<file path="src/sv/scef_pkg.sv">
`timescale 1ns / 1ps
// ----------------------------------------------------------------------------
// scef_pkg
// Shared constants and register codes for the soft-crop edge feather block.
// ----------------------------------------------------------------------------
package scef_pkg;

    localparam int APB_ADDR_BITS = 5;
    localparam int APB_DATA_BITS = 32;

    localparam int NUM_EDGES    = 4;
    localparam int NUM_CHANNELS = 4;

    // edges in the order their ramps are applied
    localparam logic [1:0] EDGE_TOP    = 2'd0;
    localparam logic [1:0] EDGE_BOTTOM = 2'd1;
    localparam logic [1:0] EDGE_LEFT   = 2'd2;
    localparam logic [1:0] EDGE_RIGHT  = 2'd3;

    // channel order in the data words
    localparam logic [1:0] CH_RED   = 2'd0;
    localparam logic [1:0] CH_GREEN = 2'd1;
    localparam logic [1:0] CH_BLUE  = 2'd2;
    localparam logic [1:0] CH_ALPHA = 2'd3;

    typedef enum logic [2:0] {
        REG_FRAME_RIGHT  = 3'd0,
        REG_FRAME_BOTTOM = 3'd1,
        REG_SOFT_TOP     = 3'd2,
        REG_SOFT_LEFT    = 3'd3,
        REG_SOFT_BOTTOM  = 3'd4,
        REG_SOFT_RIGHT   = 3'd5,
        REG_ALPHA_MODE   = 3'd6
    } cfg_reg_t;

endpackage

</file>
<file path="src/sv/scef_cfg_regs.sv">
`timescale 1ns / 1ps
// ----------------------------------------------------------------------------
// scef_cfg_regs
// APB register file: frame edges, feather widths and alpha-only mode.
// ----------------------------------------------------------------------------
module scef_cfg_regs
    import scef_pkg::*;
#(
    parameter int COORD_BITS = 13
) (
    input  logic                                   aclk,
    input  logic                                   aresetn,
    input  logic                                   psel,
    input  logic                                   penable,
    input  logic                                   pwrite,
    input  logic [APB_ADDR_BITS-1:0]               paddr,
    input  logic [APB_DATA_BITS-1:0]               pwdata,
    output logic [APB_DATA_BITS-1:0]               prdata,
    output logic                                   pready,
    output logic [COORD_BITS-1:0]                  frame_right,
    output logic [COORD_BITS-1:0]                  frame_bottom,
    output logic [NUM_EDGES-1:0][COORD_BITS-1:0]   soft_width,
    output logic                                   alpha_mode
);

    logic [COORD_BITS-1:0]                frame_right_reg;
    logic [COORD_BITS-1:0]                frame_bottom_reg;
    logic [NUM_EDGES-1:0][COORD_BITS-1:0] soft_width_reg;
    logic                                 alpha_mode_reg;
    cfg_reg_t                             reg_sel;
    logic                                 wr_en;

    assign pready  = 1'b1;
    assign reg_sel = cfg_reg_t'(paddr[APB_ADDR_BITS-1:2]);
    assign wr_en   = psel && penable && pwrite && pready;

    always_ff @(posedge aclk) begin
        if (!aresetn) begin
            frame_right_reg  <= '0;
            frame_bottom_reg <= '0;
            soft_width_reg   <= '0;
            alpha_mode_reg   <= 1'b0;
        end else if (wr_en) begin
            case (reg_sel)
                REG_FRAME_RIGHT:  frame_right_reg  <= pwdata[COORD_BITS-1:0];
                REG_FRAME_BOTTOM: frame_bottom_reg <= pwdata[COORD_BITS-1:0];
                REG_SOFT_TOP:     soft_width_reg[EDGE_TOP]    <= pwdata[COORD_BITS-1:0];
                REG_SOFT_LEFT:    soft_width_reg[EDGE_LEFT]   <= pwdata[COORD_BITS-1:0];
                REG_SOFT_BOTTOM:  soft_width_reg[EDGE_BOTTOM] <= pwdata[COORD_BITS-1:0];
                REG_SOFT_RIGHT:   soft_width_reg[EDGE_RIGHT]  <= pwdata[COORD_BITS-1:0];
                REG_ALPHA_MODE:   alpha_mode_reg   <= pwdata[0];
                default: begin
                end
            endcase
        end
    end

    always_comb begin
        case (reg_sel)
            REG_FRAME_RIGHT:  prdata = APB_DATA_BITS'(frame_right_reg);
            REG_FRAME_BOTTOM: prdata = APB_DATA_BITS'(frame_bottom_reg);
            REG_SOFT_TOP:     prdata = APB_DATA_BITS'(soft_width_reg[EDGE_TOP]);
            REG_SOFT_LEFT:    prdata = APB_DATA_BITS'(soft_width_reg[EDGE_LEFT]);
            REG_SOFT_BOTTOM:  prdata = APB_DATA_BITS'(soft_width_reg[EDGE_BOTTOM]);
            REG_SOFT_RIGHT:   prdata = APB_DATA_BITS'(soft_width_reg[EDGE_RIGHT]);
            REG_ALPHA_MODE:   prdata = APB_DATA_BITS'(alpha_mode_reg);
            default:          prdata = '0;
        endcase
    end

    assign frame_right  = frame_right_reg;
    assign frame_bottom = frame_bottom_reg;
    assign soft_width   = soft_width_reg;
    assign alpha_mode   = alpha_mode_reg;

endmodule

</file>
<file path="config.mk">
export PLATFORM = sky130hd
export DESIGN_NAME = scef_cfg_regs
export DESIGN_NICKNAME = d
export VERILOG_FILES = /design/src/sv/scef_pkg.sv /design/src/sv/scef_cfg_regs.sv
export SDC_FILE = /design/constraint.sdc
export NUM_CORES = 1
export LEC_CHECK = 0
export BUFFER_PORTS_ARGS = -buffer_cell sky130_fd_sc_hd__buf_2
export CORE_UTILIZATION = 52
export DETAILED_ROUTE_END_ITERATION = 8
export HOLD_SLACK_MARGIN = 0.1
export PLACE_DENSITY = 0.86
export SETUP_SLACK_MARGIN = 0.1
export SLEW_MARGIN = 30
export SYNTH_ARGS = -nofsm -noshare
export SYNTH_HDL_FRONTEND = slang
export SYNTH_SLANG_ARGS = --single-unit
</file>
<file path="constraint.sdc">
create_clock -name aclk -period 3.12 [get_ports aclk]
set_clock_uncertainty 0.05 [all_clocks]
set_input_delay 0.468 -clock aclk [delete_from_list [all_inputs] [get_ports aclk]]
set_output_delay 0.468 -clock aclk [all_outputs]
set_load 0.01 [all_outputs]
</file>
# Word level (Yosys, flattened, before mapping)
# Index checks and enable logic that the tools add are counted.
# totals
out_inout_bits	112
regBits	79
wordCells	24
# classes
eq_ne	6
n_mux	1
n_reduce_logical	10
# ops
op	count
case mux 13 bit (7 select lines)	1
AND reduction 2 bit	7
equality test 3 bit, second input constant	3
equality test 3 x 2 -> 1 bit, second input constant	2
equality test 3 x 1 -> 1 bit, second input constant	1
logical NOT 3 bit	1
logical AND 1 bit	2

# Logic depth before layout (Yosys ltp)
# depth
word_depth	3
mapped_depth	6
depth_no_buf	3

# Worst setup path after synthesis
# No wires, ideal clock.
# synth_timing
path_type	input-to-output
from	in paddr[2]
to	out prdata[12]
slack_ps	1095
stages	5
arrival_time_ps	1507
t_required_ps	2602
cell_sequence	buf_6 buf_2 clkbuf_1 nand2_1 o21ai_0
# synth_between
elab_chain_cells	2
# synth_lines
item	line	rtl
start, declared	scef_cfg_regs.sv:16	input logic [APB_ADDR_BITS-1:0] paddr,
equality test 3 bit (tied with other cells)	scef_cfg_regs.sv:59	case (reg_sel)
case mux 13 bit (7 select lines) (*)	scef_cfg_regs.sv:59	
end, declared	scef_cfg_regs.sv:18	output logic [APB_DATA_BITS-1:0] prdata,
# Every way passes the cells marked *; elsewhere a longest branch is shown, timed or not.

# Worst setup path after layout
# layout_timing
from	in paddr[4]
to	out prdata[9]
# Same word-level chain as after synthesis.

==> results.sh <==
export IMPL_grt_pass1_vias=2962
export IMPL_cts_max_level=3
export IMPL_syn_cell_area_um2=3720
export IMPL_synth_top_area_share_pct=42.5
export IMPL_fmax_mhz=385
export IMPL_postCtsHoldBufs=0
export IMPL_viasPerCell=5.36
export IMPL_slowest_delay_ns=0.63
export IMPL_die_x_um=86.6
export IMPL_wl_per_cell_um=16.1
export IMPL_setup_viol=0
export IMPL_maxCapViolations=0
export IMPL_switching_power_w=0.000459
export IMPL_grt_pass1_wl_mm=14.7
export IMPL_vias=3112
export IMPL_pwr_share_clk_pct=39.2
export IMPL_clock_latency_ns=0.34
export IMPL_worstPathRequired_ns=2.60
export IMPL_p_sw_share_pct=23.8
export IMPL_min_path_type="flip-flop to flip-flop"
export IMPL_synth_warnings=0
export IMPL_dr_pass1_iters=4
export IMPL_p_per_area_nw_per_um2=432
export IMPL_synthTopCellsByArea="dfxtp_1 (42%), mux2i_1 (27%), nand2_1 (9.4%), buf_4 (5.2%), mux2_2 (2.7%)"
export IMPL_die_h_um=86.6
export IMPL_clk_path_buf_depth=2
export IMPL_worstMarginPinSlew_ns=0.902
export IMPL_dieArea_um2=7500
export IMPL_status="completed"
export IMPL_post_cts_buffers=0
export IMPL_cts_buffers=9
export IMPL_cts_tree="yes"
export IMPL_slew_limit_headroom_pct=39.9
export IMPL_fin_crit_sh_pct=83.3
export IMPL_irDropWorstVdd_mv=0.293
export IMPL_worstSetupPathDepth=5
export IMPL_seqPwrFrac_pct=53.0
export IMPL_drc=0
export IMPL_place_hpwl_mm=6.37
export IMPL_port_buffers=112
export IMPL_drive_above_1_share_pct=30.9
export IMPL_fp_coreArea_um2=6870
export IMPL_layout_setup_ws_ns=0.521
export IMPL_antenna_left=0
export IMPL_slew_violations=0
export IMPL_syn_avg_cell_area_um2=9.77
export IMPL_cpMaxStageDelayCell="nor2b_1"
export IMPL_cp_start_kind="primary input"
export IMPL_clkSinkCount=79
export IMPL_cts_root_buf="clkbuf_8"
export IMPL_antenna_found_initial=0
export IMPL_initial_utilization_pct=54.2
export IMPL_cts_resized=0
export IMPL_crit_family="simple AND/OR/NAND/NOR gates"
export IMPL_crit_path_end_kind="output port"
export IMPL_dp_slack_ns=0.525
export IMPL_crit_type="primary input to output port"
export IMPL_largest_reg_flops=52
export IMPL_drtIter0Drc=148
export IMPL_synthCells=381
export IMPL_finalNonFillerCells=581
export IMPL_fin_tns_setup_ns=0
export IMPL_ys_seq_area_share_pct=42.5
export IMPL_internal_power_w=0.00147
export IMPL_synth_area_leader_cell="dfxtp_1"
export IMPL_cp_common_cell="buf_2"
export IMPL_pin_count=154
export IMPL_crit_chain="buf_2 > nor2b_1 > a221oi_1 > a21oi_1 > buf_2"
export IMPL_power_w=0.00193
export IMPL_holdPathStages=2
export IMPL_dp_cells=566
export IMPL_final_area_um2=4450
export IMPL_p_leak_nw=2.05
export IMPL_fp_row_count=30
export IMPL_rsz0062_at_grt="no"
export IMPL_nets=523
export IMPL_overflow=0
export IMPL_final_hold_violation_count=0
export IMPL_critPathBufInv=2
export IMPL_cp_max_fo=20
export IMPL_grt_max_degree=50
export IMPL_track_usage_pct=25.7
export IMPL_fin_crit_ns=2.60
export IMPL_ys_types=32
export IMPL_r2r_cells=2
export IMPL_dpl_instance_area_um2=4250
export IMPL_antenna_cells=0
export IMPL_routed_wl_mm=9.37
export IMPL_area_growth_pct=19.6
export IMPL_crit_arrival_ns=2.08
export IMPL_combPwrFrac_pct=7.8
export IMPL_clkSlewWorstSetupHoldPaths_ns=0.07
export IMPL_synth_seq_cells=79
export IMPL_globalplace_congestion=0.763
## area by class of cell
| cell class | count | area [um2] |
|---|---|---|
| fillers | 584 | 2410 |
| multi-input cells | 271 | 1930 |
| flip-flops and latches | 79 | 1580 |
| repair buffers | 119 | 626 |
| clock buffers | 11 | 151 |
| well taps | 96 | 120 |
| clock inverters | 4 | 45.0 |
| inverters | 1 | 3.75 |
## worst reg2reg max path, delay by kind of cell, from the launching register on
family | cells | cell delay [ns]
DFF | 1 | 0.38
muxes | 1 | 0.15
and+or+nand+nor | 1 | 0.07
## cells in the final DEF, fill, tap and decap left out, types with 2 or more instances in the layout
cell	Yosys	final
buf_2	6	112
mux2i_1	102	102
nand2_1	93	93
dfxtp_1	79	79
conb_1	2	20
clkbuf_8	0	11
mux2_2	9	9
o21ai_0	6	6
buf_4	26	6
a22oi_1	5	5
o32a_1	5	5
or3_1	3	3
a221oi_1	3	3
a21oi_1	3	3
clkinv_2	0	3
nand3_1	2	2
nor2b_1	2	2
o2bb2ai_1	2	2
nand2b_1	2	2
o221ai_1	2	2
nor2_2	2	2
nor2_4	0	2
## Yosys cell counts (all sizes together)
master   count
a21oi        3
a221oi       3
a22oi        5
buf         36
clkbuf      12
conb         2
dfxtp       79
inv          1
mux2         9
mux2i      102
mux4         1
nand2       93
nand2b       2
nand3        2
nand4        1
nand4b       1
nor2         4
nor2b        2
nor3         1
o211ai       1
o21a         1
o21ai        6
o221ai       2
o22ai        1
o2bb2ai      2
o31ai        1
o32a         5
or3          3
## routing by layer
layer	GRT usage, %	part of all wire (%)	vias up
met2	40.6	46	113
met4	10.8	1.8	0
met1	33.7	46	1505
li1	-	-	1477
met3	6.19	6.2	17
met5	0	0	-
## power groups by stage
stage	clock (W)	sequential (W)	combinational [W]
global route	0.000809	0.00102	0.000163
detailed placement	0	0.00104	0.000148
global placement	0	0.00104	0.000145
floorplan	0	0.00105	0.000115
finish	0.000755	0.00102	0.000151
CTS	0.000761	0.00102	0.000149
## path summary, 6_finish.rpt
check                                     start         endpoint  slack [ns]
worst max-delay path                   paddr[4]        prdata[9]        0.52
worst min-delay path            frame_bottom[4]  frame_bottom[4]        0.42
worst max register to register    soft_width[5]    soft_width[5]        2.40
worst min register to register  frame_bottom[4]  frame_bottom[4]        0.42
## cell families after synthesis
kind of cell,after synthesis,synth area share [%]
buffers and inverters,49,8.17
AOI/OAI and AO/OA,30,5.98
DFF,79,42.5
muxes,112,30.7
other,2,0.202
and+or+nand+nor,109,12.4
## per-stage QoR
stage                     hold slack, ns  utilization, %
after floorplan                    0.438               -
after global placement             0.402            61.8
after detailed placement           0.411            61.8
after CTS                          0.414            64.7
after global routing               0.444            64.8
final                              0.420            64.8
No activity file was read; power rests on OpenSTA's default activity.
