<file path="src/sv/scef_pkg.sv">
`timescale 1ns / 1ps
// ----------------------------------------------------------------------------
// scef_pkg
// Shared constants and register codes for the soft-crop edge feather block.
// ----------------------------------------------------------------------------
package scef_pkg;

    localparam int APB_ADDR_BITS = 5;
    localparam int APB_DATA_BITS = 32;

    localparam int NUM_EDGES    = 4;
    localparam int NUM_CHANNELS = 4;

    // edges in the order their ramps are applied
    localparam logic [1:0] EDGE_TOP    = 2'd0;
    localparam logic [1:0] EDGE_BOTTOM = 2'd1;
    localparam logic [1:0] EDGE_LEFT   = 2'd2;
    localparam logic [1:0] EDGE_RIGHT  = 2'd3;

    // channel order in the data words
    localparam logic [1:0] CH_RED   = 2'd0;
    localparam logic [1:0] CH_GREEN = 2'd1;
    localparam logic [1:0] CH_BLUE  = 2'd2;
    localparam logic [1:0] CH_ALPHA = 2'd3;

    typedef enum logic [2:0] {
        REG_FRAME_RIGHT  = 3'd0,
        REG_FRAME_BOTTOM = 3'd1,
        REG_SOFT_TOP     = 3'd2,
        REG_SOFT_LEFT    = 3'd3,
        REG_SOFT_BOTTOM  = 3'd4,
        REG_SOFT_RIGHT   = 3'd5,
        REG_ALPHA_MODE   = 3'd6
    } cfg_reg_t;

endpackage

</file>
<file path="src/sv/scef_scale.sv">
`timescale 1ns / 1ps
// ----------------------------------------------------------------------------
// scef_scale
// Four-stage product chain: combine the edge ratios into one factor, then
// scale alpha or all channels by it.
// ----------------------------------------------------------------------------
module scef_scale
    import scef_pkg::*;
#(
    parameter int CHANNEL_BITS = 16,
    parameter int FRAC_BITS    = 16
) (
    input  logic                                     aclk,
    input  logic                                     aresetn,
    input  logic                                     pipe_en,
    input  logic                                     in_valid,
    input  logic [NUM_EDGES-1:0][FRAC_BITS:0]        ratio,
    input  logic [NUM_CHANNELS-1:0][CHANNEL_BITS-1:0] chan_in,
    input  logic                                     alpha_mode,
    output logic                                     out_valid,
    output logic [NUM_CHANNELS-1:0][CHANNEL_BITS-1:0] chan_out
);

    localparam int PROD_BITS   = 2 * FRAC_BITS + 2;
    localparam int SCALED_BITS = CHANNEL_BITS + FRAC_BITS + 1;

    logic                                      valid_a_reg;
    logic                                      valid_b_reg;
    logic                                      valid_c_reg;
    logic                                      valid_d_reg;
    logic [PROD_BITS-1:0]                      prod_a_reg;
    logic [PROD_BITS-1:0]                      prod_b_reg;
    logic [PROD_BITS-1:0]                      prod_c_reg;
    logic [FRAC_BITS:0]                        ratio_left_a_reg;
    logic [FRAC_BITS:0]                        ratio_right_a_reg;
    logic [FRAC_BITS:0]                        ratio_right_b_reg;
    logic [NUM_CHANNELS-1:0][CHANNEL_BITS-1:0] chan_a_reg;
    logic [NUM_CHANNELS-1:0][CHANNEL_BITS-1:0] chan_b_reg;
    logic [NUM_CHANNELS-1:0][CHANNEL_BITS-1:0] chan_c_reg;
    logic [NUM_CHANNELS-1:0][CHANNEL_BITS-1:0] chan_d_reg;
    logic [NUM_CHANNELS-1:0][SCALED_BITS-1:0]  scaled_d_reg;
    logic [FRAC_BITS:0]                        factor_b;
    logic [FRAC_BITS:0]                        factor_c;
    logic [FRAC_BITS:0]                        factor_d;

    // every partial factor is at most 1.0
    assign factor_b = prod_a_reg[2*FRAC_BITS:FRAC_BITS];
    assign factor_c = prod_b_reg[2*FRAC_BITS:FRAC_BITS];
    assign factor_d = prod_c_reg[2*FRAC_BITS:FRAC_BITS];

    always_ff @(posedge aclk) begin
        if (!aresetn) begin
            valid_a_reg <= 1'b0;
            valid_b_reg <= 1'b0;
            valid_c_reg <= 1'b0;
            valid_d_reg <= 1'b0;
        end else if (pipe_en) begin
            valid_a_reg <= in_valid;
            valid_b_reg <= valid_a_reg;
            valid_c_reg <= valid_b_reg;
            valid_d_reg <= valid_c_reg;
        end
    end

    always_ff @(posedge aclk) begin
        if (pipe_en) begin
            prod_a_reg        <= PROD_BITS'(ratio[EDGE_TOP]) * PROD_BITS'(ratio[EDGE_BOTTOM]);
            ratio_left_a_reg  <= ratio[EDGE_LEFT];
            ratio_right_a_reg <= ratio[EDGE_RIGHT];
            chan_a_reg        <= chan_in;

            prod_b_reg        <= PROD_BITS'(factor_b) * PROD_BITS'(ratio_left_a_reg);
            ratio_right_b_reg <= ratio_right_a_reg;
            chan_b_reg        <= chan_a_reg;

            prod_c_reg        <= PROD_BITS'(factor_c) * PROD_BITS'(ratio_right_b_reg);
            chan_c_reg        <= chan_b_reg;

            for (int k = 0; k < NUM_CHANNELS; k++) begin
                scaled_d_reg[k] <= SCALED_BITS'(chan_c_reg[k]) * SCALED_BITS'(factor_d);
            end
            chan_d_reg        <= chan_c_reg;
        end
    end

    always_comb begin
        for (int k = 0; k < NUM_CHANNELS; k++) begin
            if (alpha_mode && (k != int'(CH_ALPHA))) begin
                chan_out[k] = chan_d_reg[k];
            end else begin
                chan_out[k] = scaled_d_reg[k][FRAC_BITS +: CHANNEL_BITS];
            end
        end
    end

    assign out_valid = valid_d_reg;

endmodule

</file>
<file path="config.mk">
export PLATFORM = sky130hd
export DESIGN_NAME = scef_scale
export DESIGN_NICKNAME = d
export VERILOG_FILES = /design/src/sv/scef_pkg.sv /design/src/sv/scef_scale.sv
export SDC_FILE = /design/constraint.sdc
export NUM_CORES = 2
export LEC_CHECK = 0
export ABC_AREA = 1
export BUFFER_PORTS_ARGS = -buffer_cell sky130_fd_sc_hd__buf_2
export CORE_MARGIN = 5
export CORE_UTILIZATION = 45
export DETAILED_ROUTE_END_ITERATION = 12
export GPL_TIMING_DRIVEN = 0
export PLACE_DENSITY_LB_ADDON = 0.15
export SYNTH_ARGS = -nofsm -noshare
export SYNTH_HDL_FRONTEND = slang
export SYNTH_SLANG_ARGS = --single-unit
</file>
<file path="constraint.sdc">
create_clock -name aclk -period 5.9 [get_ports aclk]
set_input_delay 1.18 -clock aclk [delete_from_list [all_inputs] [get_ports aclk]]
set_output_delay 1.18 -clock aclk [all_outputs]
set_load 0.005 [all_outputs]
</file>
[Word-level counts from Yosys, hierarchy flattened]
Cells that the tools add are included.
Storage, ports and cells
  bits in registers: 522
  latch bits: 0
  RAM bits: 0
  memory bits (read-only): 0
  input bits: 137
  output and inout bits: 65
  logic and storage cells: 39
  memories: 0
Operators by class
  $add $sub $neg: 0
  $mul: 7
  divide/modulo/power cells: 0
  $lt $le $gt $ge: 0
  eq/ne operators: 0
  shifts and indexed selects: 0
  muxes and demuxes: 3
  bitwise operators: 0
  reductions and logical operators: 0
Operators with widths (number)
  $mul A16 B17 Y32: 4
  $mul A17 B17 Y33: 3
  $mux W16: 3

[Longest topological paths before layout]
  depth in word-level cells: 1
  depth in mapped cells: 28
  depth with buffers taken out: 26

[Worst setup path after synthesis]
OpenSTA, ideal clock, no wires.
  path kind: input to register
  from: in ratio[7] (netlist name)
  to: reg prod_a_reg[30] (data pin)
  library setup time: 0.252 ns
  data arrival time: 6.025 ns
  required time: 5.648 ns
  slack: -0.377 ns
  cell stages on the path: 23
  path buffers: 2
  path through: clkbuf_1 > clkbuf_1 > nand2_1 > fa_1 > inv_1 > fa_1 > inv_1 > fa_1 > inv_1 > fa_1 > fa_1 > inv_1 > fa_1 > inv_1 > ha_1 > a21oi_1 > o21ai_0 > a21oi_1 > nor2_1 > nor2_1 > nand2_1 > nand2_1 > nand2_1
Between the ends
  word-level cells in the longest chain between the ends: 1
Ends and longest elaborated chain
  start, declared: RTL line scef_scale.sv:17  | input logic [NUM_EDGES-1:0][FRAC_BITS:0] ratio,
  $mul A17 B17 Y33: RTL line scef_scale.sv:67  | prod_a_reg <= PROD_BITS'(ratio[EDGE_TOP]) * PROD_BITS'(ratio[EDGE_BOTTOM]);
  end signal, assigned: RTL line scef_scale.sv:67
  end, declared: RTL line scef_scale.sv:31  | logic [PROD_BITS-1:0] prod_a_reg;
No other way between the ends.
A chain may end at the register's enable or synchronous reset.

[Final worst setup path]
  from: reg prod_c_reg[18]
  to: reg scaled_d_reg[55] (netlist name) (data pin)
Between the ends
  word-level cells in the longest chain between the ends: 1
Ends and longest elaborated chain
  start, declared: RTL line scef_scale.sv:33  | logic [PROD_BITS-1:0] prod_c_reg;
  start signal, assigned: RTL line scef_scale.sv:76  | prod_c_reg <= PROD_BITS'(factor_c) * PROD_BITS'(ratio_right_b_reg);
  $mul A16 B17 Y32: RTL line scef_scale.sv:80  | scaled_d_reg[k] <= SCALED_BITS'(chan_c_reg[k]) * SCALED_BITS'(factor_d);
  end signal, assigned by index: RTL line scef_scale.sv:80
  end, declared: RTL line scef_scale.sv:41  | logic [NUM_CHANNELS-1:0][SCALED_BITS-1:0] scaled_d_reg;
No other way between the ends.

==> out/results.tsv <==
metric	value	unit
postLayoutSetupSlackWorst	0.1278	ns
min_period	5.772	ns
gp_congestion	0.9526	
dr.pass1.iters	6	
worst_pin_slew	0.8502	ns
post-route-drc-count	0	
setup_violations	0	
worstPathArrival	6.26	ns
maxSlewHeadroom	0.4332	
drt-wirelength-per-cell	20.19	um
synth_flop_cell	edfxtp_1	
min_path_type	reg -> reg	
preCtsSetupSlack	-1.830	ns
die_y	432.2	um
grt_max_degree	112	
ios	202	
grt_usage	0.2786	
antenna_found_initial	3	
fillers	17340	
drive_above_1_share	0.1083	
mostFrequentLayoutCell	inv_1	
h-tree-depth	2	
fin_nets	12570	
hold_path.startpoint	ratio_right_a_reg[0]$_DFFE_PP_	
cts_buffers	51	
synth_top_area_frac	0.3711	
yosys_warnings	0	
cts_buffer_depth	3	
path_clk_slew	0.06	ns
synth.distinct_cells	34	
layout_common_cells	inv_1 (2,929), nand2_1 (2,721), fa_1 (1,476), ha_1 (652), edfxtp_1 (406)	
rsz0062_at_grt	yes	
clock-sinks	410	
syn-num-nets	12270	
die_w	432.2	um
r2r_start	prod_c_reg[18]$_DFFE_PP_	
grt_pass1_vias	66910	
drt_iter0_drc	4338	
timing_hold_violations_final	0	
clkLatencyLatePin	0.71	ns
critPathRequiredTime	6.39	ns
start_util	0.4510	
ys_seq_area_frac	0.1530	
dieArea	186800	um2
synth_area_per_cell	8.064	um2
place_area	84520	um2
max-cap-violations	0	
cts_root_buffer	clkbuf_16	
portBuffers	167	
startpoint	prod_c_reg[18]$_DFFE_PP_	
end_kind	register	
synth_edf_count	406	
status	completed	
grt-ovfl-total	0	
synth_seq_cells	410	
finClkSkew	0.04670	ns
dr_total_vias	63610	
final_antenna_net_count	0	
avgViaCountPerCell	5.031	
async_flop_share	0	
synth_area	80210	um2
area_delta_synth_final	11.74	%
cts_hold_buf	0	
wl	255400	um
grt_pass1_wl	393400	um
start_kind	register	
final_max_slew_viol_count	0	
dpl.hpwl	202900	um
timing.final.crit_share	0.9783	
final_cell_area	89630	um2
core	177800	um2
crit_fanout	10	
cts_tree	built	
ys_top_cells_by_area	fa_1 (37%), edfxtp_1 (15%), inv_1 (14%), nand2_1 (13%), ha_1 (11%)	
postSynthCellCount	9947	
fmax	0.1732	GHz
crit_type	reg -> reg	
std_cell_rows	155	
yosys.area.top_type	fa_1	
worst paths after layout:
path                                    end  slack, ns  cells past startpoint
max              scaled_d_reg[55]$_DFFE_PP_       0.13                     20
max reg2reg      scaled_d_reg[55]$_DFFE_PP_       0.13                     20
min          ratio_right_b_reg[0]$_DFFE_PP_       0.41                      0
min reg2reg  ratio_right_b_reg[0]$_DFFE_PP_       0.41                      0
Yosys cell counts (2+ instances only):
| library cell | n |
|---|---|
| nor3_1 | 59 |
| o21ai_0 | 152 |
| nor4_1 | 6 |
| clkbuf_2 | 8 |
| o21ai_2 | 2 |
| dfxtp_1 | 4 |
| xnor2_1 | 25 |
| a21o_1 | 18 |
| o21a_1 | 4 |
| a21boi_0 | 3 |
| buf_2 | 14 |
| fa_1 | 1487 |
| o21bai_1 | 15 |
| nand3_1 | 176 |
| ha_1 | 698 |
| nand2_1 | 2764 |
| nand3b_1 | 5 |
| buf_1 | 47 |
| and3_1 | 3 |
| edfxtp_1 | 406 |
| nand4_1 | 38 |
| inv_1 | 2932 |
| buf_4 | 16 |
| a21oi_1 | 227 |
| o211ai_1 | 2 |
| nor2_1 | 365 |
| xor2_1 | 36 |
| mux2_2 | 48 |
| clkbuf_1 | 382 |
worst max-delay path, cell delays in order (launching register included):
cell and delay, ns:
edfxtp_1 0.33, buf_4 0.19, buf_2 0.46, nand2_1 0.16
fa_1 0.54, fa_1 0.49, inv_1 0.05, fa_1 0.49
fa_1 0.43, fa_1 0.49, inv_1 0.05, fa_1 0.54
inv_1 0.06, ha_2 0.38, nand2_1 0.14, nor2_2 0.17
nand2_1 0.09, inv_1 0.08, o21ai_0 0.08, nand3_1 0.14
xor2_2 0.21
what timing repair did:
| action | CTS | global route |
|---|---|---|
| pin swaps | 10 | 67 |
| gates resized for setup | 479 | 542 |
| setup buffers | 151 | 61 |
| endpoints found under the setup margin | 111 | 112 |
| gates cloned | 0 | 1 |
metal layers:
layer  track usage  share of wire  wire, um
met1        0.3396           0.38     98210
met5             0        0.00011        28
met2        0.4848           0.49    124600
met4        0.1322          0.060     15340
met3       0.04331          0.067     17160
cell type report:
cell class	instances	area, um2	share of cell area
well taps	2355	2947	0.03288
plain buffers	329	2489	0.02777
repair buffers	383	2725	0.03040
multi-input cells	6138	56520	0.6306
clock inverters	37	339.1	0.003783
inverters	2932	11010	0.1228
flip-flops and latches	410	12270	0.1369
clock buffers	56	1316	0.01469
diodes	5	12.51	0.0001396
through the flow:
step / util / setup TNS, ns / hold slack [ns] / cells
floorplan: - / -0.01704 / 0.4003 / 9947
global placement: 0.4748 / -1287.53 / 0.4041 / 12470
detailed placement: 0.4753 / -136.32 / 0.4045 / 12470
CTS: 0.4933 / 0 / 0.4148 / 12590
global route: 0.5039 / -0.08733 / 0.4196 / 12640
finish: 0.5040 / 0 / 0.4141 / 12650
cells by family (layout without fill, tap and decap cells):
group | Yosys count | count (layout) | synth area share
other | 0 | 5 | 0
buffers and inverters | 3399 | 3737 | 0.1602
XOR/XNOR | 61 | 61 | 0.006661
multiplexers | 48 | 48 | 0.006739
AND/OR/NAND/NOR | 3419 | 3419 | 0.1655
adder cells (fa/ha/maj) | 2185 | 2185 | 0.4800
flip-flops | 410 | 410 | 0.1530
AO/OA/AOI/OAI | 425 | 425 | 0.02798
Power is left out: the tool's default activity adds up to more than one toggle a clock period on the data nets, which glitch-free logic cannot reach.
