[src/sv/scef_pkg.sv]
`timescale 1ns / 1ps
// ----------------------------------------------------------------------------
// scef_pkg
// Shared constants and register codes for the soft-crop edge feather block.
// ----------------------------------------------------------------------------
package scef_pkg;

    localparam int APB_ADDR_BITS = 5;
    localparam int APB_DATA_BITS = 32;

    localparam int NUM_EDGES    = 4;
    localparam int NUM_CHANNELS = 4;

    // edges in the order their ramps are applied
    localparam logic [1:0] EDGE_TOP    = 2'd0;
    localparam logic [1:0] EDGE_BOTTOM = 2'd1;
    localparam logic [1:0] EDGE_LEFT   = 2'd2;
    localparam logic [1:0] EDGE_RIGHT  = 2'd3;

    // channel order in the data words
    localparam logic [1:0] CH_RED   = 2'd0;
    localparam logic [1:0] CH_GREEN = 2'd1;
    localparam logic [1:0] CH_BLUE  = 2'd2;
    localparam logic [1:0] CH_ALPHA = 2'd3;

    typedef enum logic [2:0] {
        REG_FRAME_RIGHT  = 3'd0,
        REG_FRAME_BOTTOM = 3'd1,
        REG_SOFT_TOP     = 3'd2,
        REG_SOFT_LEFT    = 3'd3,
        REG_SOFT_BOTTOM  = 3'd4,
        REG_SOFT_RIGHT   = 3'd5,
        REG_ALPHA_MODE   = 3'd6
    } cfg_reg_t;

endpackage

[src/sv/scef_ramp_div.sv]
`timescale 1ns / 1ps
// ----------------------------------------------------------------------------
// scef_ramp_div
// Pipelined restoring divider: ratio = floor(dist * 2^FRAC_BITS / width),
// one quotient bit per stage. Inactive edges yield 1.0.
// ----------------------------------------------------------------------------
module scef_ramp_div
    import scef_pkg::*;
#(
    parameter int COORD_BITS = 13,
    parameter int FRAC_BITS  = 16
) (
    input  logic                  aclk,
    input  logic                  pipe_en,
    input  logic [COORD_BITS-1:0] dist_in,
    input  logic [COORD_BITS-1:0] width_in,
    input  logic                  active_in,
    output logic [FRAC_BITS:0]    ratio_out
);

    logic [COORD_BITS-1:0] rem_reg  [FRAC_BITS];
    logic [FRAC_BITS-1:0]  quo_reg  [FRAC_BITS];
    logic                  act_reg  [FRAC_BITS];
    logic [COORD_BITS-1:0] rem_in   [FRAC_BITS];
    logic [FRAC_BITS-1:0]  quo_in   [FRAC_BITS];
    logic                  act_in   [FRAC_BITS];
    logic [COORD_BITS:0]   shifted  [FRAC_BITS];
    logic                  take     [FRAC_BITS];
    logic [COORD_BITS-1:0] rem_next [FRAC_BITS];
    logic [FRAC_BITS-1:0]  quo_next [FRAC_BITS];
    logic [COORD_BITS:0]   width_ext;

    assign width_ext = {1'b0, width_in};

    always_comb begin
        rem_in[0] = dist_in;
        quo_in[0] = '0;
        act_in[0] = active_in;
        for (int j = 1; j < FRAC_BITS; j++) begin
            rem_in[j] = rem_reg[j-1];
            quo_in[j] = quo_reg[j-1];
            act_in[j] = act_reg[j-1];
        end
        for (int j = 0; j < FRAC_BITS; j++) begin
            shifted[j] = {rem_in[j], 1'b0};
            take[j]    = (shifted[j] >= width_ext);
            // remainder stays below the width, so the top bit drops
            rem_next[j] = take[j] ? COORD_BITS'(shifted[j] - width_ext)
                                  : shifted[j][COORD_BITS-1:0];
            quo_next[j] = {quo_in[j][FRAC_BITS-2:0], take[j]};
        end
    end

    always_ff @(posedge aclk) begin
        if (pipe_en) begin
            for (int j = 0; j < FRAC_BITS; j++) begin
                rem_reg[j] <= rem_next[j];
                quo_reg[j] <= quo_next[j];
                act_reg[j] <= act_in[j];
            end
        end
    end

    assign ratio_out = act_reg[FRAC_BITS-1] ? {1'b0, quo_reg[FRAC_BITS-1]}
                                            : {1'b1, {FRAC_BITS{1'b0}}};

endmodule

[config.mk]
export PLATFORM = sky130hd
export DESIGN_NAME = scef_ramp_div
export DESIGN_NICKNAME = d
export VERILOG_FILES = /design/src/sv/scef_pkg.sv /design/src/sv/scef_ramp_div.sv
export SDC_FILE = /design/constraint.sdc
export NUM_CORES = 1
export LEC_CHECK = 0
export ABC_AREA = 1
export BUFFER_PORTS_ARGS = -buffer_cell sky130_fd_sc_hd__buf_4
export CAP_MARGIN = 30
export CELL_PAD_IN_SITES_DETAIL_PLACEMENT = 1
export CELL_PAD_IN_SITES_GLOBAL_PLACEMENT = 2
export CORE_MARGIN = 2
export CORE_UTILIZATION = 40
export CTS_BUF_LIST = sky130_fd_sc_hd__clkbuf_2 sky130_fd_sc_hd__clkbuf_4 sky130_fd_sc_hd__clkbuf_8
export CTS_CLUSTER_SIZE = 40
export DETAILED_ROUTE_END_ITERATION = 12
export PLACE_DENSITY_LB_ADDON = 0.1
export SETUP_SLACK_MARGIN = 0.4
export SLEW_MARGIN = 20
export SYNTH_ARGS = -nofsm -noshare
export SYNTH_HDL_FRONTEND = slang
export SYNTH_SLANG_ARGS = --single-unit
[constraint.sdc]
create_clock -name aclk -period 3.5 [get_ports aclk]
set_input_delay 0.875 -clock aclk [delete_from_list [all_inputs] [get_ports aclk]]
set_output_delay 0.875 -clock aclk [all_outputs]
set_load 0.1 [all_outputs]
Yosys cells after proc, flatten, opt, wreduce, memory -nomap -nowiden --
Memories as Yosys holds them, arrays and structs flattened. Index checks and enable logic that the tools add are counted.
Storage, ports and cells: input bits 29, flip-flop bits (word level) 0, word-level logic and storage cells 54, output and inout port bits 17, memory bits (writable) 480, memories 3
Cells by class: magnitude comparators 16, $add $sub $neg 16, muxes and demuxes 19
Memories:
- quo_reg | words 16, width 16, read ports 16, clocked after Yosys merged registers in 0, write ports 16, RTL line scef_ramp_div.sv:22 | logic [FRAC_BITS-1:0] quo_reg [FRAC_BITS];
- rem_reg | words 16, width 13, read ports 15, clocked after Yosys merged registers in 0, write ports 16, RTL line scef_ramp_div.sv:21 | logic [COORD_BITS-1:0] rem_reg [FRAC_BITS];
- act_reg | words 16, width 1, read ports 16, clocked after Yosys merged registers in 0, write ports 16, RTL line scef_ramp_div.sv:23 | logic act_reg [FRAC_BITS];
Operator list (count):
- greater-or-equal comparator 14 x 13 -> 1 bit | 16
- 2-to-1 mux 13 bit | 16
- subtractor 13 bit | 16
- 2-to-1 mux 17 bit | 1
- 2-to-1 mux 1 bit | 2

Longest topological paths before layout --
Gate-level depths: netlist of run 1. An unclocked memory read counts as a cell.
depth after elaboration 3, gate-level depth with buffers 14, gate-level depth less buffers 12

Least setup slack after synthesis of run 1 --
No wires, ideal clock.
path kind input -> register, start point input port width_in[0], end point memory rem_reg[7][1], in the netlist rem_reg[0][92] (data pin), library setup time 0.253 ns, buffers on the path 4, path slack 0.328 ns, stages on the path 14, arrival 2.919 ns, cell sequence buf_2 > inv_2 > buf_4 > buf_2 > fa_1 > nand2_1 > nand2_1 > nand3_1 > nand2_1 > nand2_2 > nand3_2 > buf_6 > nand2_1 > o21ai_2
RTL lines:
- from (decl) | RTL line scef_ramp_div.sv:16 | input logic [COORD_BITS-1:0] width_in,
- to (decl) | RTL line scef_ramp_div.sv:21

==> results of run 1 <==
==> synthesized netlist by cell type <==
cell type  count
nand2_4        1
buf_2         12
xor2_1        76
nand3_1      218
nor2_1       132
nand3_4        4
edfxtp_1     347
o31ai_1        2
nand4_4        5
o21bai_1       1
nor2_4        24
nand3_2       60
nand4_2       10
nor2_2        38
clkbuf_1       2
inv_2         47
nor3_2         1
nor3_1         2
buf_4          7
nand2_1     1125
buf_12         1
ha_1         207
a21oi_4       15
buf_6         24
inv_1        632
xnor2_1        1
o21ai_1       33
o21ai_0        1
nand2_2       95
o21ai_2       70
buf_8          5
nand4_1      150
fa_1          15
a21oi_1       65
==> per-stage QoR <==
step | area, µm² | worst slack [ns] | util [%] | hold slack [ns] | power, mW
3_5_place_dp | 28760 | -0.003542 | 42.75 | 0.4052 | 20.78
3_3_place_gp | 28760 | 0.03845 | 42.75 | 0.4001 | 20.35
2_1_floorplan | 27180 | 0.4687 | - | 0.4003 | 17.55
6_report | 30100 | 0.6640 | 44.74 | 0.3922 | 24.85
4_1_cts | 30100 | 0.7058 | 44.74 | 0.3288 | 25.12
5_1_grt | 30100 | 0.4532 | 44.74 | 0.3466 | 27.15
==> path summary, 6_finish.rpt <==
kind | slack [ns] | depth (start not counted) | to
min | 0.39 | 1 | act_reg[0][0]
min reg2reg | 0.40 | 0 | quo_reg[1][93]
max reg2reg | 1.00 | 9 | rem_reg[1][60]
max | 0.66 | 12 | rem_reg[0][22]
==> per-layer routing <==
metal	vias up	global-route usage [%]	wire length [µm]
met4	0	5.573	1260
met2	275	38.68	37200
met3	81	2.889	2725
met1	10739	32.02	39100
li1	11284	-	-
met5	-	0	0
==> cell type report <==
class | instances | area (µm²)
well taps | 873 | 1092
repair buffers | 95 | 970.9
fillers | 8305 | 37180
clock inverters | 40 | 279.0
clock buffers | 82 | 1060
diodes | 1 | 2.502
inverters | 679 | 2554
flip-flops and latches | 347 | 10420
multi-input cells | 2351 | 13720
==> power groups by stage <==
stage               clock, mW  combinational [mW]  sequential [mW]
floorplan                   0                10.6             6.91
CTS                      4.32                13.4             7.36
global route             4.48                15.2             7.45
detailed placement          0                13.4             7.42
global placement            0                12.9             7.42
finish                   4.15                13.4             7.35
==> cell families after synthesis <==
family,Yosys count
compound gates,187
fa+ha+maj,222
flops,347
simple gates,1865
buf+inv,730
xor+xnor,77
==> cells in the final DEF, fill, tap and decap left out, drive strengths merged, types with 82 or more instances in the layout <==
master / Yosys / routed
edfxtp: 347 / 347
ha: 207 / 207
o21ai: 104 / 104
clkbuf: 2 / 82
inv: 679 / 681
buf: 49 / 95
nor2: 194 / 194
nand4: 165 / 165
nand2: 1221 / 1221
nand3: 282 / 282
==> qor.csv, run 1 <==
stage;metric;value;unit
setup_path;critPathBufInv;3;
sta;period_share;81.03;%
power;p_leak;15.30;nW
clock_network;cts.sinks;347;
place;place_congestion;0.8784;
logic_synthesis;synth_cell_type_count;34;
layout;synthToLayoutAreaGrowth;10.76;%
worst_hold_path;hp-class;in2reg;
setup_path;critical_path.top_delay_family;simple AND/OR/NAND/NOR gates;
power;power_density;825.6;mW/mm²
floorplan;die_w;264.7;µm
setup_path;slowest_delay;0.52;ns
setup_path;cp_max_fo;21;
logic_synthesis;synth_top_family_by_area;simple AND/OR/NAND/NOR gates;
sta;finalSetupViolCount;0;
global_route;gr-usage-all-layers;23.18;%
sta;rsz0062_at_grt;false;
setup_path;slowest_stage;fa_1;
global_route;grt_pass1_wl;128000;µm
worst_hold_path;min-delay-start;active_in;
logic_synthesis;seq_area_frac_synth;38.34;%
global_route;grt_max_degree;89;
power;combinationalPowerShare;53.7;%
clock_network;clk_path_buf_depth;3;
clock_network;cts_setup_buffers;0;
routing;via_count;22379;
sta;worst_slew_pin_slew;0.7526;ns
routing;viasPerCell;5.009;
routing;drc;0;
run;cap_violations;0;
logic_synthesis;synth_compound_area_share;5.060;%
routing;drt_iter0_drc;1215;
place;dp_hpwl;60860;µm
logic_synthesis;synth_xor_area_share;2.481;%
sta;clock.fmax;0.3526;GHz
power;internal_power;13.26;mW
floorplan;coreArea;0.06728;mm²
setup_path;arrival;3.23;ns
clock_network;worst_skew_pair.late_latency;0.66;ns
power;power_switching_share;46.64;%
floorplan;std_cell_rows;95;
global_route;antenna_found_initial;1;
clock_network;cts_hold_buffers;0;
routing;first_pass_iters;5;
routing;wirelength;80290;µm
setup_path;crit_chain;buf_4 > clkinv_2 > buf_12 > fa_1 > nand2_1 > nand2_1 > nand3_1 > nand2_1 > nand2_2 > nand3_2 > nand3_1 > nand2_1;
logic_synthesis;syn-cell-area;0.02718;mm²
layout;largest_reg_flops;195;
layout;stdcell_count;4468;
setup_path;crit_type;in2reg;
floorplan;initial_core_util;40.40;%
floorplan;die_y;264.7;µm
logic_synthesis;yosysTopAreaCellShare;38.34;%
place;port_buffers;45;
logic_synthesis;synth_cells;3428;
status;outcome;complete, no violations;
global_route;grt_pass1_vias;23448;
sta;finalHoldViolCount;0;
sta;slew_viol_final;0;
clock_network;clk_pin_slew;0.06;ns
logic_synthesis;yosys.area_share.simple;32.32;%
clock_network;cts_resized;0;
layout;fin_nets;3795;
power;clkPwrFrac;16.7;%
power;p_sw;11.59;mW
logic_synthesis;syn_avg_cell_area;7.928;µm²
sta;finalCriticalPeriod;2.836;ns
setup_path;path_common_cell;nand2_1;
sta;relSlewSlack;49.83;%
setup_path;timing.rr.start;rem_reg[1][47];
power;peakVddDrop;0.2651;mV
logic_synthesis;yosysWarnings;0;
setup_path;endpoint_kind;register;
logic_synthesis;synthMuxAreaShare;0;%
sta;finClkSkew;0.03400;ns
sta;final.setup.tns;0;ns
clock_network;cts_made_buffers;70;
routing;ant_nets;0;
logic_synthesis;yosys.area.top_type;edfxtp_1;
place;placed_cells;4345;
clock_network;cts_tree;built;
setup_path;critPathLaunchType;input pin;
setup_path;crit_start;width_in[0];
setup_path;worstPathRequired;3.89;ns
layout;final_layout_size_suffix_gt1_share;15.75;%
clock_network;htree_levels;3;
clock_network;cts_root_buffer;clkbuf_8;
logic_synthesis;synthAdderAreaFrac;10.63;%
floorplan;die_area;0.07004;mm²
floorplan;ioPinCount;46;
routing;wl_per_cell;17.97;µm
logic_synthesis;synth_fp_nets;3679;
logic_synthesis;ys_ff_latch;347;
power;p_seq_share;29.6;%
global_route;grt.overflow.total;0;
logic_synthesis;synth.area.top_cells;edfxtp_1 38%, nand2_1 16%, ha_1 9.5%, inv_1 8.7%, nand3_1 4.0%;
Power figures use the tool's default switching activity.
==> inputs of run 2 (changes only) <==
- CORE_UTILIZATION: 40 -> 36
- clock period: 3.5 -> 2.37 ns (I/O delays scaled with it)
==> qor.csv, run 2 (synthesized netlist as in run 1, its figures left out) <==
stage;metric;value;unit;change
floorplan;initial_core_util;36.44;%;-4.0 points
routing;wl_per_cell;19.01;µm;+5.8%
routing;drc;0;;unchanged
setup_path;arrival;1.69;ns;-1.54 ns
setup_path;cp_max_fo;8;;-62%
sta;slew_viol_final;0;;unchanged
clock_network;clk_path_buf_depth;3;;unchanged
global_route;antenna_found_initial;2;;+1
sta;clock.fmax;0.4385;GHz;
layout;largest_reg_flops;195;;unchanged
setup_path;path_common_cell;buf_6;;
global_route;grt_pass1_wl;146400;µm;+14%
setup_path;worstPathRequired;1.78;ns;-2.11 ns
clock_network;cts_tree;built;;
place;dp_worst_setup_slack;-0.3136;ns;-0.3100 ns
clock_network;clk_pin_slew;0.06;ns;about the same
sta;rsz0062_at_grt;true;;
setup_path;crit_start;act_reg[1][7];;
clock_network;htree_levels;3;;unchanged
setup_path;slowest_stage;edfxtp_1;;
setup_path;critPathLaunchType;register;;
worst_hold_path;hp-class;in2reg;;
worst_hold_path;hold_path_depth;1;;unchanged
layout;layout_commonest_cell;nand2_1;;
sta;relSlewSlack;66.28;%;+16 points
layout;final_layout_size_suffix_gt1_share;42.37;%;+27 points
setup_path;endpoint_kind;output pin;;
status;outcome;complete, no violations;;
place;port_buffers;45;;unchanged
clock_network;cts_root_buffer;clkbuf_8;;
floorplan;die_y;278.8;µm;+5.3%
sta;worst_slew_pin_slew;0.5058;ns;-0.2467 ns
sta;finClkSkew;0.03520;ns;+0.001204 ns
floorplan;die_w;278.8;µm;+5.3%
setup_path;crit_chain;buf_6 > nand2_1 > clkinvlp_4 > buf_6;;
routing;wirelength;101300;µm;+26%
sta;hold_ws;0.09720;ns;-0.2950 ns
place;place_congestion;0.8667;;-1.3%
place;dp_hpwl;70570;µm;+16%
sta;finalCriticalPeriod;2.281;ns;
setup_path;critPathBufInv;3;;unchanged
setup_path;worst-path-stages;4;;-8
clock_network;cts.sinks;347;;unchanged
setup_path;rr_worst_depth;11;;+2
sta;period_share;96.23;%;
layout;fillers;8685;;+4.6%
floorplan;die_area;0.07771;mm²;+11%
global_route;grt.overflow.total;0;;unchanged
clock_network;worst_skew_pair.late_latency;0.68;ns;+0.02 ns
run;cap_violations;0;;unchanged
routing;viasPerCell;4.926;;-1.7%
layout;most-common-layout-cells;906 x nand2_1, 688 x buf_4, 586 x inv_1, 347 x edfxtp_1, 222 x nand2_2;;
floorplan;std_cell_rows;100;;+5.3%
sta;finalSetupViolCount;0;;unchanged
setup_path;reg2reg_setup_slack;0.19;ns;-0.81 ns
setup_path;crit_type;reg2out;;
layout;fin_nets;4556;;+20%
setup_path;timing.rr.start;rem_reg[0][26];;
layout;fin_util;54.83;%;+10 points
setup_path;critical_path.top_delay_family;buffers and inverters;;
global_route;grt_max_degree;61;;-31%
global_route;gr-usage-all-layers;24.00;%;+0.81 points
floorplan;coreArea;0.07457;mm²;+11%
routing;ant_nets;0;;unchanged
sta;setup_slack;0.08932;ns;-0.5747 ns
routing;first_pass_iters;5;;unchanged
routing;drt_iter0_drc;1058;;-13%
setup_path;r2r-end;rem_reg[0][42];;
layout;synthToLayoutAreaGrowth;50.45;%;
floorplan;ioPinCount;46;;unchanged
setup_path;slowest_delay;0.43;ns;-0.09 ns
worst_hold_path;min-delay-start;active_in;;
routing;via_count;26251;;+17%
global_route;grt_pass1_vias;27140;;+16%
power;p_leak;19.99;nW;+31%
setup_path;crit_end;ratio_out[8];;
power;peakVddDrop;0.5632;mV;+110%
sta;finalHoldViolCount;0;;unchanged
clock_network;cts_made_buffers;70;;unchanged
power;power_density;1257;mW/mm²;+52%
==> run 2: changes by cell type in the layout (fill, tap and decap cells not counted), sizes merged <==
cell,delta
buf,+745
bufinv,+2
clkbuf,+22
clkinv,-2
clkinvlp,+7
inv,-9
==> run 2: worst min-delay path by stage <==
stage	endpoint	slack, ns
2_1_floorplan	act_reg[0][1]	0.40
3_3_place_gp	act_reg[0][2]	0.40
3_5_place_dp	quo_reg[1][119]	0.41
4_1_cts	act_reg[0][0]	0.03
5_1_grt	act_reg[0][0]	0.06
6_report	act_reg[0][0]	0.1
==> run 2: cell type report <==
cell class                      count  area (µm²)  area share, %
Inverter                          679        2600          6.359
Tap cell                          969        1212          2.965
Multi-Input combinational cell   2351       17210          42.10
Antenna cell                        1       2.502       0.006120
Clock buffer                       88        1099          2.687
Timing Repair Buffer              856        7975          19.50
Clock inverter                     38       367.9         0.8996
Sequential cell                   347       10420          25.48
==> run 2: repair_timing <==
item                       4_1_cts  5_1_grt
setup endpoints to repair      161      210
gates cloned                     8       18
setup buffers                   64      134
hold buffers                     0        0
pin swaps                       56      207
gates resized for setup        242      553
==> run 2: per-stage QoR <==
| step | setup TNS [ns] | power, mW | std cells | cell area [µm²] |
|---|---|---|---|---|
| 6_report | 0 | 51.38 | 5329 | 40890 |
| 5_1_grt | 0 | 55.04 | 5329 | 40890 |
| 4_1_cts | 0 | 45.76 | 5176 | 36740 |
| 3_5_place_dp | -44.02 | 36.38 | 4978 | 33340 |
| 3_3_place_gp | -37.11 | 35.45 | 4978 | 33340 |
| 2_1_floorplan | -68.57 | 26.03 | 3428 | 27290 |
==> run 2: report_power, final <==
group / switching, mW / total (mW) / internal [mW]
sequential: 1.72 / 11.3 / 9.56
clock: 3.01 / 6.68 / 3.67
combinational: 17.7 / 33.4 / 15.7
==> run 2: layer usage <==
metal | vias up | GRT usage, % | part of all wire [%]
met3 | 167 | 2.569 | 2.2
met5 | - | 0 | 0
met4 | 0 | 8.809 | 3.7
met2 | 355 | 42.52 | 51
li1 | 12830 | - | -
met1 | 12899 | 30.08 | 43
==> run 2: worst reg2reg max path, stage by stage (launching register included) <==
cell and delay, ns:
edfxtp_1 0.53, fa_2 0.42, nand2_1 0.09, nand2_1 0.08, nand3_2 0.08, nand2_2 0.06
nand2_2 0.09, nand3_4 0.11, buf_6 0.15, buf_12 0.13, nand2_1 0.11, o21ai_4 0.08
